## config.mk

```make
export PLATFORM = sky130hd
export DESIGN_NAME = ole_cell
export DESIGN_NICKNAME = d
export VERILOG_FILES = /design/src/design/ole_pkg.sv /design/src/design/ole_cell.sv
export SDC_FILE = /design/constraint.sdc
export NUM_CORES = 1
export LEC_CHECK = 0
export BUFFER_PORTS_ARGS = -buffer_cell sky130_fd_sc_hd__buf_4
export CORE_ASPECT_RATIO = 0.7
export CORE_MARGIN = 1
export CORE_UTILIZATION = 40
export DETAILED_ROUTE_END_ITERATION = 10
export GPL_ROUTABILITY_DRIVEN = 1
export PLACE_DENSITY_LB_ADDON = 0.25
export RECOVER_POWER = 25
export SLEW_MARGIN = 5
export SYNTH_ARGS = -nofsm -noshare
export SYNTH_HDL_FRONTEND = slang
export SYNTH_SLANG_ARGS = --single-unit
```

## constraint.sdc

```tcl
create_clock -name clk -period 4.7 [get_ports clk]
set_input_delay 0.94 -clock clk [delete_from_list [all_inputs] [get_ports clk]]
set_output_delay 0.94 -clock clk [all_outputs]
set_load 0.05 [all_outputs]
```

## src/design/ole_pkg.sv

```systemverilog
`timescale 1ns / 1ps
// Shared types and constants for the ordered list engine.
// Depends on nothing; every module of the block imports it.
package ole_pkg;

  // Field widths of the transaction payloads
  localparam int CMD_W    = 4;
  localparam int KEY_W    = 31;
  localparam int PAY_W    = 16;
  localparam int POS_W    = 6;
  localparam int CNT_W    = 7;
  localparam int STATUS_W = 3;

  // Default build values and the widest cell index the chain supports
  localparam int DEPTH_DEF        = 64;
  localparam int PAYLOAD_BITS_DEF = 16;
  localparam int IDX_MAX_W        = 10;

  // Configuration register
  localparam logic             REG_MAX_ENTRIES = 1'b0;
  localparam logic [CNT_W-1:0] MAX_ENTRIES_RST = 7'd64;

  // Command codes
  localparam logic [CMD_W-1:0] CMD_INS_FRONT = 4'd0;
  localparam logic [CMD_W-1:0] CMD_INS_BACK  = 4'd1;
  localparam logic [CMD_W-1:0] CMD_INS_AT    = 4'd2;
  localparam logic [CMD_W-1:0] CMD_RM_FRONT  = 4'd3;
  localparam logic [CMD_W-1:0] CMD_RM_BACK   = 4'd4;
  localparam logic [CMD_W-1:0] CMD_RM_AT     = 4'd5;
  localparam logic [CMD_W-1:0] CMD_RM_KEY    = 4'd6;
  localparam logic [CMD_W-1:0] CMD_FIND      = 4'd7;
  localparam logic [CMD_W-1:0] CMD_READ_AT   = 4'd8;
  localparam logic [CMD_W-1:0] CMD_CONTAINS  = 4'd9;
  localparam logic [CMD_W-1:0] CMD_COUNT     = 4'd10;
  localparam logic [CMD_W-1:0] CMD_CLEAR     = 4'd11;

  // Status codes
  localparam logic [STATUS_W-1:0] ST_OK        = 3'd0;
  localparam logic [STATUS_W-1:0] ST_FULL      = 3'd1;
  localparam logic [STATUS_W-1:0] ST_EMPTY     = 3'd2;
  localparam logic [STATUS_W-1:0] ST_BAD_POS   = 3'd3;
  localparam logic [STATUS_W-1:0] ST_NOT_FOUND = 3'd4;

  // What every cell does at each clock edge
  typedef enum logic [1:0] {
    CM_HOLD,  // keep contents
    CM_INS,   // above sel take left neighbor, at sel load new entry
    CM_RM,    // at and above sel take right neighbor
    CM_ROT    // at sel load new entry, elsewhere take right neighbor
  } cell_mode_t;

  typedef struct packed {
    cell_mode_t           mode;
    logic [IDX_MAX_W-1:0] sel;
  } cell_ctl_t;

  typedef struct packed {
    logic [CMD_W-1:0] cmd;
    logic [KEY_W-1:0] entry_key;
    logic [PAY_W-1:0] entry_payload;
    logic [POS_W-1:0] position;
  } in_t;

  typedef struct packed {
    logic [STATUS_W-1:0] status;
    logic [KEY_W-1:0]    out_key;
    logic [PAY_W-1:0]    out_payload;
    logic [CNT_W-1:0]    match_count;
    logic [CNT_W-1:0]    entries_now;
  } out_t;

endpackage

```

## src/design/ole_cell.sv

```systemverilog
`timescale 1ns / 1ps
// One list position of the ordered list engine: holds a key and a payload.
// Depends on ole_pkg for the broadcast control struct.
module ole_cell #(
  parameter int PAYLOAD_BITS = ole_pkg::PAYLOAD_BITS_DEF,
  parameter int CELL_INDEX   = 0
) (
  input  logic                        clk,
  input  ole_pkg::cell_ctl_t          ctl,
  input  logic [ole_pkg::KEY_W-1:0]   new_key,
  input  logic [PAYLOAD_BITS-1:0]     new_pay,
  input  logic [ole_pkg::KEY_W-1:0]   left_key,
  input  logic [PAYLOAD_BITS-1:0]     left_pay,
  input  logic [ole_pkg::KEY_W-1:0]   right_key,
  input  logic [PAYLOAD_BITS-1:0]     right_pay,
  output logic [ole_pkg::KEY_W-1:0]   key,
  output logic [PAYLOAD_BITS-1:0]     pay
);
  import ole_pkg::*;

  localparam logic [IDX_MAX_W-1:0] MY_IDX = IDX_MAX_W'(CELL_INDEX);

  // Pick the source for this position from the broadcast command
  always_ff @(posedge clk) begin
    case (ctl.mode)
      CM_INS: begin
        if (MY_IDX > ctl.sel) begin
          key <= left_key;
          pay <= left_pay;
        end else if (MY_IDX == ctl.sel) begin
          key <= new_key;
          pay <= new_pay;
        end
      end
      CM_RM: begin
        if (MY_IDX >= ctl.sel) begin
          key <= right_key;
          pay <= right_pay;
        end
      end
      CM_ROT: begin
        if (MY_IDX == ctl.sel) begin
          key <= new_key;
          pay <= new_pay;
        end else begin
          key <= right_key;
          pay <= right_pay;
        end
      end
      default: begin
      end
    endcase
  end

endmodule

```

* Word-level counts from Yosys, hierarchy flattened
Index checks and enable logic that the tools add are counted.
Operators by class: reduce and logical (&&, ||, !) cells 3, eq/ne operators 5, mux-type cells 10, magnitude comparators 2
Operator list (count):
- $mux 31 | 4
- $pmux 31 s3 | 1
- $mux 16 | 4
- $pmux 16 s3 | 1
- $ge 1x10->1 const A | 1
- $gt 1x10->1 const A | 1
- $logic_not 10->1 | 1
- $eq 2x2->1 const B | 2
- $ne 3x3->1 const B | 1
- $reduce_and 3->1 | 1
- $reduce_bool 3->1 | 1
- $eq 2x1->1 const B | 1
- $ne 2x2->1 const B | 1
Word-level totals: output and inout port bits 47, bits of input ports 154, flip-flop bits (word level) 47

* Logic depth before layout (Yosys ltp)
Gate-level depths: netlist (run 1).
word-level depth 4, depth in mapped cells 5

* Worst setup path after synthesis (run 1)
OpenSTA, ideal clock, no wires.
path type input-to-reg, from input port ctl[9] in the netlist's numbering, to register key[0] in the netlist's numbering, enable pin, slack 1.900 ns, buffers on the path 0, library setup time 0.405 ns, arrival 2.395 ns, stages on the path 3, cell sequence nor4_2 -> o2111ai_1 -> nand2_1
Between the ends: word-level cells in the longest chain between the ends 3, elaborated cells on any way between the ends 6, those cells by class order compare (2); eq/ne (2); reduce/logical (2)
RTL lines:
- start: declaration | RTL line ole_cell.sv:9 | input ole_pkg::cell_ctl_t ctl,
- $gt 1x10->1 (tied with other cells) | RTL line ole_cell.sv:27 | if (MY_IDX > ctl.sel) begin
- $ne 3x3->1 (no line) / $ne 2x2->1 (equally long branches)
- $reduce_and 3->1 (no line) (*)
- end signal: assignment | RTL line ole_cell.sv:28 | key <= left_key;
- end signal: assignment | RTL line ole_cell.sv:31 | key <= new_key;
- end signal: assignment | RTL line ole_cell.sv:37 | key <= right_key;
- end: declaration | RTL line ole_cell.sv:16 | output logic [ole_pkg::KEY_W-1:0] key,
Every way passes the cells marked *; elsewhere a longest branch is shown, timed or not. A chain may end at the register's enable or synchronous reset.

* Final worst setup path (run 1)
from input port ctl[4] in the netlist's numbering, to register pay[4], data pin
Between the ends: word-level cells in the longest chain between the ends 3, elaborated cells on any way between the ends 5, those cells by class order compare (1); mux (3); reduce/logical (1)
RTL lines:
- $gt 1x10->1 / $logic_not 10->1 (equally long branches) | RTL line ole_cell.sv:27, ole_cell.sv:42
- $mux 16, on equally long branches | RTL line ole_cell.sv:27, ole_cell.sv:42
- $pmux 16 s3 (*) | RTL line ole_cell.sv:25 | case (ctl.mode)
- end signal: assignment | RTL line ole_cell.sv:29 | pay <= left_pay;
- end signal: assignment | RTL line ole_cell.sv:32 | pay <= new_pay;
- end signal: assignment | RTL line ole_cell.sv:38 | pay <= right_pay;
- end: declaration | RTL line ole_cell.sv:17 | output logic [PAYLOAD_BITS-1:0] pay
Marked as above.

==> summary.md, run 1 <==
| Metric | Value |
|---|---|
| Die Span Y | `63.4 um` |
| Initial antenna violation count | `0` |
| TritonCTS clock tree | `done` |
| Min-Delay Path Class | `input pin to register` |
| Cts repair resizes | `0` |
| CP Class | `input pin to register` |
| Max-slew violation count | `0` |
| Crit end category | `register` |
| Worst Setup Start Kind | `input pin` |
| Pwr/cell area | `316 mW/mm^2` |
| Hold Startpoint | `right_key[19]` |
| Largest net degree at the start of global routing | `48` |
| Detailed placer's ending HPWL | `3.53 mm` |
| Clock transition at path regs | `80 ps` |
| I/O pins | `201` |
| GPL Wtd Cong | `0.709` |
| Crit path arrival time | `2820 ps` |
| Commonest non-fill, non-tap cell in the layout | `buf_4` |
| Yosys reg bits | `47` |
| F_max | `360 MHz` |
| Slew headroom | `0.293` |
| Logic pwr share | `0.256` |
| Drt first-iter violations | `29` |
| Switching share of power | `0.274` |
| Core ar. | `0.00497 mm^2` |
| Setup TNS | `0 ps` |
| Most frequent cells in the layout | `buf_4, edfxtp_1, clkbuf_1` |
| Max Cap Violations | `0` |
| Design Area, Final | `0.00335 mm^2` |
| Hold slack | `940 ps` |
| Leakage | `1.44 nW` |
| Setup Buffers After CTS | `0` |
| Clk sinks | `47` |
| DR vias/cell | `4.52` |
| Crit path time final | `2780 ps` |
| Peak supply drop | `0.000158 V` |
| First-pass detailed-route iteration total | `4` |
| Final setup violation count | `0` |
| CTS max path bufs | `2` |
| Die area | `0.00570 mm^2` |
| Sequential element share of the synthesized area | `0.654` |
| DP Worst Slack | `1580 ps` |
| Area delta synth->final | `55.3%` |
| GRT Residual Overflow | `0` |
| H-tree levels | `2` |
| Avg Inst Size Synth | `20.2 um^2` |
| Fillers | `400` |
| Final #Nets | `417` |
| Antenna-violating nets left | `0` |
| PnR Total Power | `1.06 mW` |
| GRT Util Overall | `0.159` |
| Syn Inst Count | `107` |
| Starting Density | `0.434` |
| Status | `completed` |
| Switching component of the power | `0.290 mW` |
| Number of diodes | `0` |
| Routed wire length | `4.59 mm` |
| Mapped Area | `0.00216 mm^2` |
| Worst Setup Slack, final | `1920 ps` |
| WL/cell | `13.8 um` |
| Final Hold Viols | `0` |
| Syn nets | `261` |
| First-pass GRT wire length | `6.82 mm` |
| RSZ-0062 raised after global routing | `no` |
| Vias in the first global route | `1412` |
| Clock network fraction of total power | `0.266` |
| Cell Int Power | `0.770 mW` |
| Crit share post-route | `0.592` |
| Placed Area | `0.00337 mm^2` |
| Crit path to | `pay[4]` |
| Share of cells above drive strength 1 | `0.670` |
| Crit path launch | `ctl[4]` |
| Num CTS Buffers | `5` |
| Cts hold-fix bufs | `0` |
| Worst Tran Pin Value | `1060 ps` |
| Critical Path RT | `4740 ps` |
| Root Buffer | `clkbuf_8` |
| Drt drc | `0` |
| Yosys Warn Count | `0` |
| Die Width | `89.8 um` |
| CP max FO | `28` |
| Port bufs | `153` |
| Vias | `1506` |
| Rows | `21` |
| Count of different cell masters after synthesis | `12` |
| Sequential share of power | `0.478` |
==> state kept, by name (all words and copies together), names as in the netlist <==
register  count
key          31
pay          16
==> area by class of cell <==
class,instances,area (um^2),share of cell area
inverter,1,3.75,0.00112
multi-input combinational,54,717,0.214
timing repair buffer,154,1020,0.306
sequential,47,1410,0.421
tap,69,86.3,0.0258
clock inverter,3,38.8,0.0116
clock buffer,5,68.8,0.0205
==> per-stage QoR <==
step                      instances  utilization
after floorplan                 107            -
after global placement          325        0.680
after detailed placement        325        0.680
after CTS                       333        0.701
after global routing            333        0.675
final                           333        0.675
==> metal layers <==
layer	vias up	global-route usage	share of wire
met2	91	0.286	0.51
met5	-	0	0
li1	731	-	-
met1	679	0.172	0.37
met4	0	0.0492	0.0063
met3	5	0.0652	0.11
==> how the worst min path moves through the flow <==
stage	endpoint	slack, ps	cells past startpoint
2_1_floorplan	key[0]	1160	1
3_3_place_gp	key[12]	1240	2
3_5_place_dp	pay[13]	1240	2
4_1_cts	pay[13]	930	2
5_1_grt	key[19]	920	2
6_report	key[19]	940	2
==> synthesized netlist by cell type <==
library cell,instances,area (um^2)
buf_6,3,33.8
nor4_2,2,25.0
edfxtp_1,47,1410
buf_2,1,5.00
o2111ai_1,1,8.76
nor2_1,1,3.75
buf_4,1,7.51
nand2_1,2,7.51
inv_1,1,3.75
mux2_4,30,450
a41oi_1,1,8.76
mux2_2,17,191
==> power by group through the flow <==
stage / clock network, mW / registers (mW) / logic [mW]
after CTS: 0.290 / 0.507 / 0.293
after detailed placement: 0 / 0.517 / 0.293
final: 0.282 / 0.506 / 0.272
after global placement: 0 / 0.515 / 0.290
after floorplan: 0 / 0.625 / 0.0635
after global routing: 0.306 / 0.510 / 0.285
==> critical path, stage by stage <==
cell,delay (ps)
buf_4,80
nor4_2,50
a41oi_4,790
buf_4,530
mux2_2,400
==> kinds of logic after synthesis <==
logic type	share of synthesized area
buffers and inverters	0.0232
muxes	0.298
DFF	0.654
AOI/OAI and AO/OA	0.00812
and+or+nand+nor	0.0168
No activity file was read; power rests on OpenSTA's default activity.
==> run 2: changes to the inputs <==
--- a/config.mk
+++ b/config.mk
@@ -5,10 +5,11 @@
 export SDC_FILE = /design/constraint.sdc
 export NUM_CORES = 1
 export LEC_CHECK = 0
+export ABC_AREA = 1
 export BUFFER_PORTS_ARGS = -buffer_cell sky130_fd_sc_hd__buf_4
 export CORE_ASPECT_RATIO = 0.7
 export CORE_MARGIN = 1
-export CORE_UTILIZATION = 40
+export CORE_UTILIZATION = 37
 export DETAILED_ROUTE_END_ITERATION = 10
 export GPL_ROUTABILITY_DRIVEN = 1
 export PLACE_DENSITY_LB_ADDON = 0.25
==> constraint.sdc (replaced) <==
create_clock -name clk -period 2.8 [get_ports clk]
set_input_delay 0.56 -clock clk [delete_from_list [all_inputs] [get_ports clk]]
set_output_delay 0.56 -clock clk [all_outputs]
set_load 0.05 [all_outputs]
==> run 2 against run 1 <==
Against the previous run:
- wire length rose by 23%
- via count rose by 37%
- worst setup slack got worse by 1100 ps
- synthesized cell count rose by 100%
- worst hold slack got worse by 400 ps
- largest cell class unchanged
- highest routed layer unchanged
==> summary.md, run 2 <==
| Metric | Value |
|---|---|
| Crit path time final | `2020 ps` |
| Setup Buffers After CTS | `0 (unchanged)` |
| Starting Density | `0.397 (-0.0373)` |
| Routed wire length | `5.64 mm (+23%)` |
| Count of flip-flops with a built-in enable after synthesis | `47 (unchanged)` |
| DR vias/cell | `4.70 (+3.9%)` |
| Most frequent cells in the layout | `buf_4, nand2_1, nand3_1, edfxtp_1, clkbuf_1` |
| Core ar. | `0.00542 mm^2 (+9.2%)` |
| GPL Wtd Cong | `0.761 (+7.3%)` |
| Slew headroom | `0.584 (+0.291)` |
| Root Buffer | `clkbuf_8` |
| Die Width | `93.2 um (+3.8%)` |
| GRT Util Overall | `0.186 (+0.0270)` |
| Leakage | `1.54 nW (+6.8%)` |
| Crit path arrival time | `1950 ps (-870 ps)` |
| Area delta synth->final | `53.3%` |
| Worst Setup Slack, final | `784 ps (-1130 ps)` |
| WL/cell | `12.9 um (-6.6%)` |
| Max reg flops | `31 (unchanged)` |
| Syn nets | `370 (+42%)` |
| Cts repair resizes | `0 (unchanged)` |
| I/O pins | `201 (unchanged)` |
| Hold slack | `538 ps (-403 ps)` |
| RSZ-0062 raised after global routing | `no` |
| H-tree levels | `2 (unchanged)` |
| Largest net degree at the start of global routing | `48 (unchanged)` |
| Top reg by flops | `key` |
| F_max | `496 MHz` |
| Ranking of synthesized cells by area | `edfxtp_1, nand2_1, nand3_1, buf_6, buf_2` |
| Avg Inst Size Synth | `9.97 um^2 (-51%)` |
| Drt drc | `0 (unchanged)` |
| Syn Inst Count | `216 (+100%)` |
| Largest regs | `key x31, pay x16` |
| Die Span Y | `65.8 um (+3.8%)` |
| Peak supply drop | `0.000255 V (+62%)` |
| Vias | `2059 (+37%)` |
| Initial antenna violation count | `0 (unchanged)` |
| Setup TNS | `0 ps (unchanged)` |
| Status | `completed` |
| First-pass GRT wire length | `8.49 mm (+24%)` |
| Final #Nets | `521 (+25%)` |
| DP Worst Slack | `464 ps (-1110 ps)` |
| Ys flop type | `edfxtp_1` |
| Crit share post-route | `0.720` |
| Cell taking the most area after synthesis | `edfxtp_1` |
| Cts hold-fix bufs | `0 (unchanged)` |
| Count of different cell masters after synthesis | `15 (+3)` |
| Yosys reg bits | `47 (unchanged)` |
| Final setup violation count | `0 (unchanged)` |
| Pwr/cell area | `499 mW/mm^2 (+58%)` |
| Max-slew violation count | `0 (unchanged)` |
| Critical Path RT | `2740 ps (-2000 ps)` |
| Top-count cell post-synth | `nand2_1` |
| Share of cells above drive strength 1 | `0.361 (-0.310)` |
| Clk sinks | `47 (unchanged)` |
| Max Cap Violations | `0 (unchanged)` |
| Number of diodes | `0 (unchanged)` |
| Drt first-iter violations | `80 (+180%)` |
| Rows | `22 (+4.8%)` |
| Port bufs | `153 (unchanged)` |
| First-pass detailed-route iteration total | `4 (unchanged)` |
| Yosys Warn Count | `0 (unchanged)` |
| Sequential element share of the synthesized area | `0.655 (+0.00114)` |
| CP Class | `input pin to register` |
| Die area | `0.00613 mm^2 (+7.7%)` |
| Commonest non-fill, non-tap cell in the layout | `buf_4` |
| Final Hold Viols | `0 (unchanged)` |
| Num CTS Buffers | `5 (unchanged)` |
| Crit end category | `register` |
| Clock transition at path regs | `80 ps (about the same)` |
| Vias in the first global route | `1774 (+26%)` |
| Async SR Flop Fraction | `0 (unchanged)` |
| Worst Setup Start Kind | `input pin` |
| Top post-synthesis cells by count | `nand2_1, edfxtp_1, nand3_1, buf_2, nor2_1` |
| Worst Tran Pin Value | `626 ps (-430 ps)` |
| Detailed placer's ending HPWL | `4.11 mm (+16%)` |
| Min-Delay Path Class | `input pin to register` |
| GRT Residual Overflow | `0 (unchanged)` |
| CP max FO | `34 (+21%)` |
| Mapped Area | `0.00215 mm^2 (-0.17%)` |
| CTS max path bufs | `2 (unchanged)` |
| Share of the synthesized area in the top cell type | `0.655 (+0.00114)` |
| Antenna-violating nets left | `0 (unchanged)` |
| TritonCTS clock tree | `done` |
==> run 2: cell count changes after synthesis, moves of 3 or more <==
cell and change:
buf_2 +4, buf_1 +3, nor2_1 +3, clkbuf_1 +3
mux2_2 -17, nand2_1 +94, nand3_1 +47, mux2_4 -30
==> run 2: path summary, 6_finish.rpt <==
kind	start	to	cells after the start
setup / recovery	ctl[4]	key[0]	6
hold / removal	new_key[29]	key[29]	3
==> run 2: cells by family (layout without fill, tap and decap cells) <==
family / Yosys count / count (layout) / share of synthesized area
and+or+nand+nor: 151 / 151 / 0.297
DFF: 47 / 47 / 0.655
buffers and inverters: 16 / 166 / 0.0430
AOI/OAI and AO/OA: 2 / 2 / 0.00465
==> run 2: report_power, final <==
group          internal (mW)  switching [mW]
Combinational          0.156           0.283
Clock                  0.167           0.192
Sequential             0.837          0.0130
==> run 2: layout make-up <==
cell class | count | area, um^2
well taps | 72 | 90.1
clock buffers | 6 | 72.6
multi-input cells | 153 | 661
inverters | 1 | 3.75
fillers | 481 | 2120
repair buffers | 159 | 1060
flip-flops and latches | 47 | 1410
==> run 2: per-stage QoR <==
stage,utilization,instances,area [um^2],power [mW]
final,0.609,438,3300,1.65
after global placement,0.620,432,3360,1.33
after CTS,0.633,438,3430,1.70
after floorplan,-,216,2160,1.13
after global routing,0.609,438,3300,1.73
after detailed placement,0.620,432,3360,1.34
==> run 2: per-layer routing <==
metal  share of wire  GRT usage
met1            0.40      0.222
met2            0.46      0.303
met3            0.13     0.0828
met4           0.012     0.0577
met5               0          0
==> run 2: worst max-delay path, cell delays in order <==
cell and delay (ps):
buf_4 100, or2_1 230, nor2_2 140, nand3_2 280
a21oi_4 220, buf_4 400
==> run 3: changes to the inputs <==
--- a/config.mk
+++ b/config.mk
@@ -9,7 +9,7 @@
 export BUFFER_PORTS_ARGS = -buffer_cell sky130_fd_sc_hd__buf_4
 export CORE_ASPECT_RATIO = 0.7
 export CORE_MARGIN = 1
-export CORE_UTILIZATION = 37
+export CORE_UTILIZATION = 33
 export DETAILED_ROUTE_END_ITERATION = 10
 export GPL_ROUTABILITY_DRIVEN = 1
 export PLACE_DENSITY_LB_ADDON = 0.25
==> constraint.sdc (replaced) <==
create_clock -name clk -period 1.6 [get_ports clk]
set_input_delay 0.32 -clock clk [delete_from_list [all_inputs] [get_ports clk]]
set_output_delay 0.32 -clock clk [all_outputs]
set_load 0.05 [all_outputs]
==> run 3 against run 2 <==
Against the previous run:
- critical path depth is 5 lower
- the flow now finishes with violations (design-rule violations)
- combinational power is 83% higher
- non-clock buffer count is 3 higher
- cell count is 2.5% higher
- sequential power is 75% higher
- worst hold slack worse by 240 ps
- wire length is 2.1% lower
- global-route usage is 1.5 points lower
- worst setup slack worse by 570 ps
- highest routed layer unchanged
==> summary.md, run 3 (synthesis gave the netlist of run 2 again) <==
| Metric | Value |
|---|---|
| Final core occ | `0.549 (-0.0594)` |
| Peak supply drop | `0.000339 V (+33%)` |
| Root Buffer | `clkbuf_8` |
| Area delta synth->final | `60.1%` |
| Top reg by flops | `key` |
| Port bufs | `153 (unchanged)` |
| Vias | `2005 (-2.6%)` |
| DP Worst Slack | `-88.3 ps (-552 ps)` |
| First-pass detailed-route iteration total | `7 (+3)` |
| H-tree levels | `2 (unchanged)` |
| Pwr/cell area | `859 mW/mm^2 (+72%)` |
| Commonest non-fill, non-tap cell in the layout | `buf_4` |
| Max Cap Violations | `0 (unchanged)` |
| Die area | `0.00686 mm^2 (+12%)` |
| GRT Residual Overflow | `0 (unchanged)` |
| Leakage | `1.68 nW (+9.2%)` |
| Largest net degree at the start of global routing | `37 (-23%)` |
| DR vias/cell | `4.47 (-5.0%)` |
| Largest regs | `key x31, pay x16` |
| Crit path arrival time | `1070 ps (-880 ps)` |
| Inst Count DP | `441 (+2.1%)` |
| Status | `complete, but fails checks` |
| Num CTS Buffers | `5 (unchanged)` |
| Crit path to | `key[11]` |
| WL/cell | `12.3 um (-4.5%)` |
| Finished Layout Cells | `449 (+2.5%)` |
| Most frequent cells in the layout | `buf_4, nand2_1, nand3_1, edfxtp_1, clkbuf_2` |
| Crit path launch | `key[11]` |
| Drt drc | `12 (+12)` |
| First-pass GRT wire length | `9.16 mm (+8.0%)` |
| Clk sinks | `47 (unchanged)` |
| Crit end category | `output pin` |
| Routed wire length | `5.52 mm (-2.1%)` |
| Max-slew violation count | `0 (unchanged)` |
| Crit path time final | `1390 ps` |
| Crit path max-delay family | `buffers and inverters` |
| CP Class | `register to output pin` |
| Critical Path RT | `1280 ps (-1460 ps)` |
| Final Hold Viols | `0 (unchanged)` |
| Slew headroom | `0.606 (+0.0213)` |
| I/O pins | `201 (unchanged)` |
| CP max FO | `1 (-97%)` |
| Final setup violation count | `0 (unchanged)` |
| Worst Tran Pin Value | `594 ps (-32.0 ps)` |
| Max reg flops | `31 (unchanged)` |
| RSZ-0062 raised after global routing | `no` |
| Antenna-violating nets left | `0 (unchanged)` |
| CP max stage delay | `460 ps (+60 ps)` |
| Vias in the first global route | `1999 (+13%)` |
| Initial antenna violation count | `0 (unchanged)` |
| Cts hold-fix bufs | `0 (unchanged)` |
| F_max | `719 MHz` |
| Detailed placer's ending HPWL | `4.18 mm (+1.9%)` |
| CP Buf/Inv Count | `1 (-1)` |
| Rows | `24 (+9.1%)` |
| Setup Buffers After CTS | `0 (unchanged)` |
| Die Width | `98.6 um (+5.8%)` |
| Min-Delay Path Class | `input pin to register` |
| Number of diodes | `0 (unchanged)` |
| Stages on worst setup path | `1 (-5)` |
| Starting Density | `0.343 (-0.0540)` |
| Worst path cell trace | `clkbuf_1` |
| GRT Util Overall | `0.171 (-0.0154)` |
| Crit share post-route | `0.869` |
| Hold slack | `294 ps (-244 ps)` |
| Fillers | `578 (+20%)` |
| Worst Setup Slack, final | `209 ps (-575 ps)` |
| Clock transition at path regs | `80 ps (about the same)` |
| Failing checks | `design-rule violations` |
| TritonCTS clock tree | `done` |
| Core ar. | `0.00628 mm^2 (+16%)` |
| Cts repair resizes | `0 (unchanged)` |
| CTS max path bufs | `2 (unchanged)` |
| GPL Wtd Cong | `0.713 (-6.3%)` |
| Crit path max-delay cell type | `clkbuf_1` |
| Die Span Y | `69.6 um (+5.7%)` |
| Worst Setup Start Kind | `register` |
| Final #Nets | `524 (+0.58%)` |
| Drt first-iter violations | `38 (-53%)` |
| Setup TNS | `0 ps (unchanged)` |
| Share of cells above drive strength 1 | `0.461 (+0.100)` |
run 3: cell count changes in the layout (fill, tap and decap cells not counted), sizes merged:
cell    delta
buf        +3
clkbuf     +1
clkinv     +1
run 3: worst min-delay path by stage:
| stage | startpoint | end | slack [ps] | cells past startpoint |
|---|---|---|---|---|
| after CTS | new_key[10] | key[10] | 280 | 3 |
| after global routing | new_key[13] | key[13] | 280 | 3 |
| final | new_key[10] | key[10] | 290 | 3 |
| after detailed placement | new_key[17] | key[17] | 590 | 3 |
| after floorplan | new_key[0] | key[0] | 500 | 2 |
| after global placement | new_key[16] | key[16] | 580 | 3 |
run 3: layout make-up:
class	instances	area, um^2	area share
Clock buffer	7	76.3	0.0221
Multi-Input combinational cell	153	663	0.192
Inverter	1	3.75	0.00109
Tap cell	78	97.6	0.0283
Sequential cell	47	1410	0.409
Clock inverter	1	5.00	0.00145
Timing Repair Buffer	162	1190	0.345
run 3: per-stage QoR:
stage               area, um^2  power (mW)
detailed placement        3450        2.37
global placement          3450        2.36
floorplan                 2170        1.98
CTS                       3540        3.04
global route              3450        3.11
finish                    3450        2.96
run 3: where the power goes:
group          switching (mW)  internal, mW
combinational           0.499         0.304
sequential             0.0222          1.46
clock                   0.365         0.307
run 3: metal layers:
| layer | vias up | share of wire | track usage |
|---|---|---|---|
| met5 | - | 0 | 0 |
| met4 | 0 | 0.0074 | 0.0398 |
| met3 | 4 | 0.13 | 0.0806 |
| met2 | 106 | 0.45 | 0.279 |
| met1 | 859 | 0.41 | 0.205 |
| li1 | 1036 | - | - |
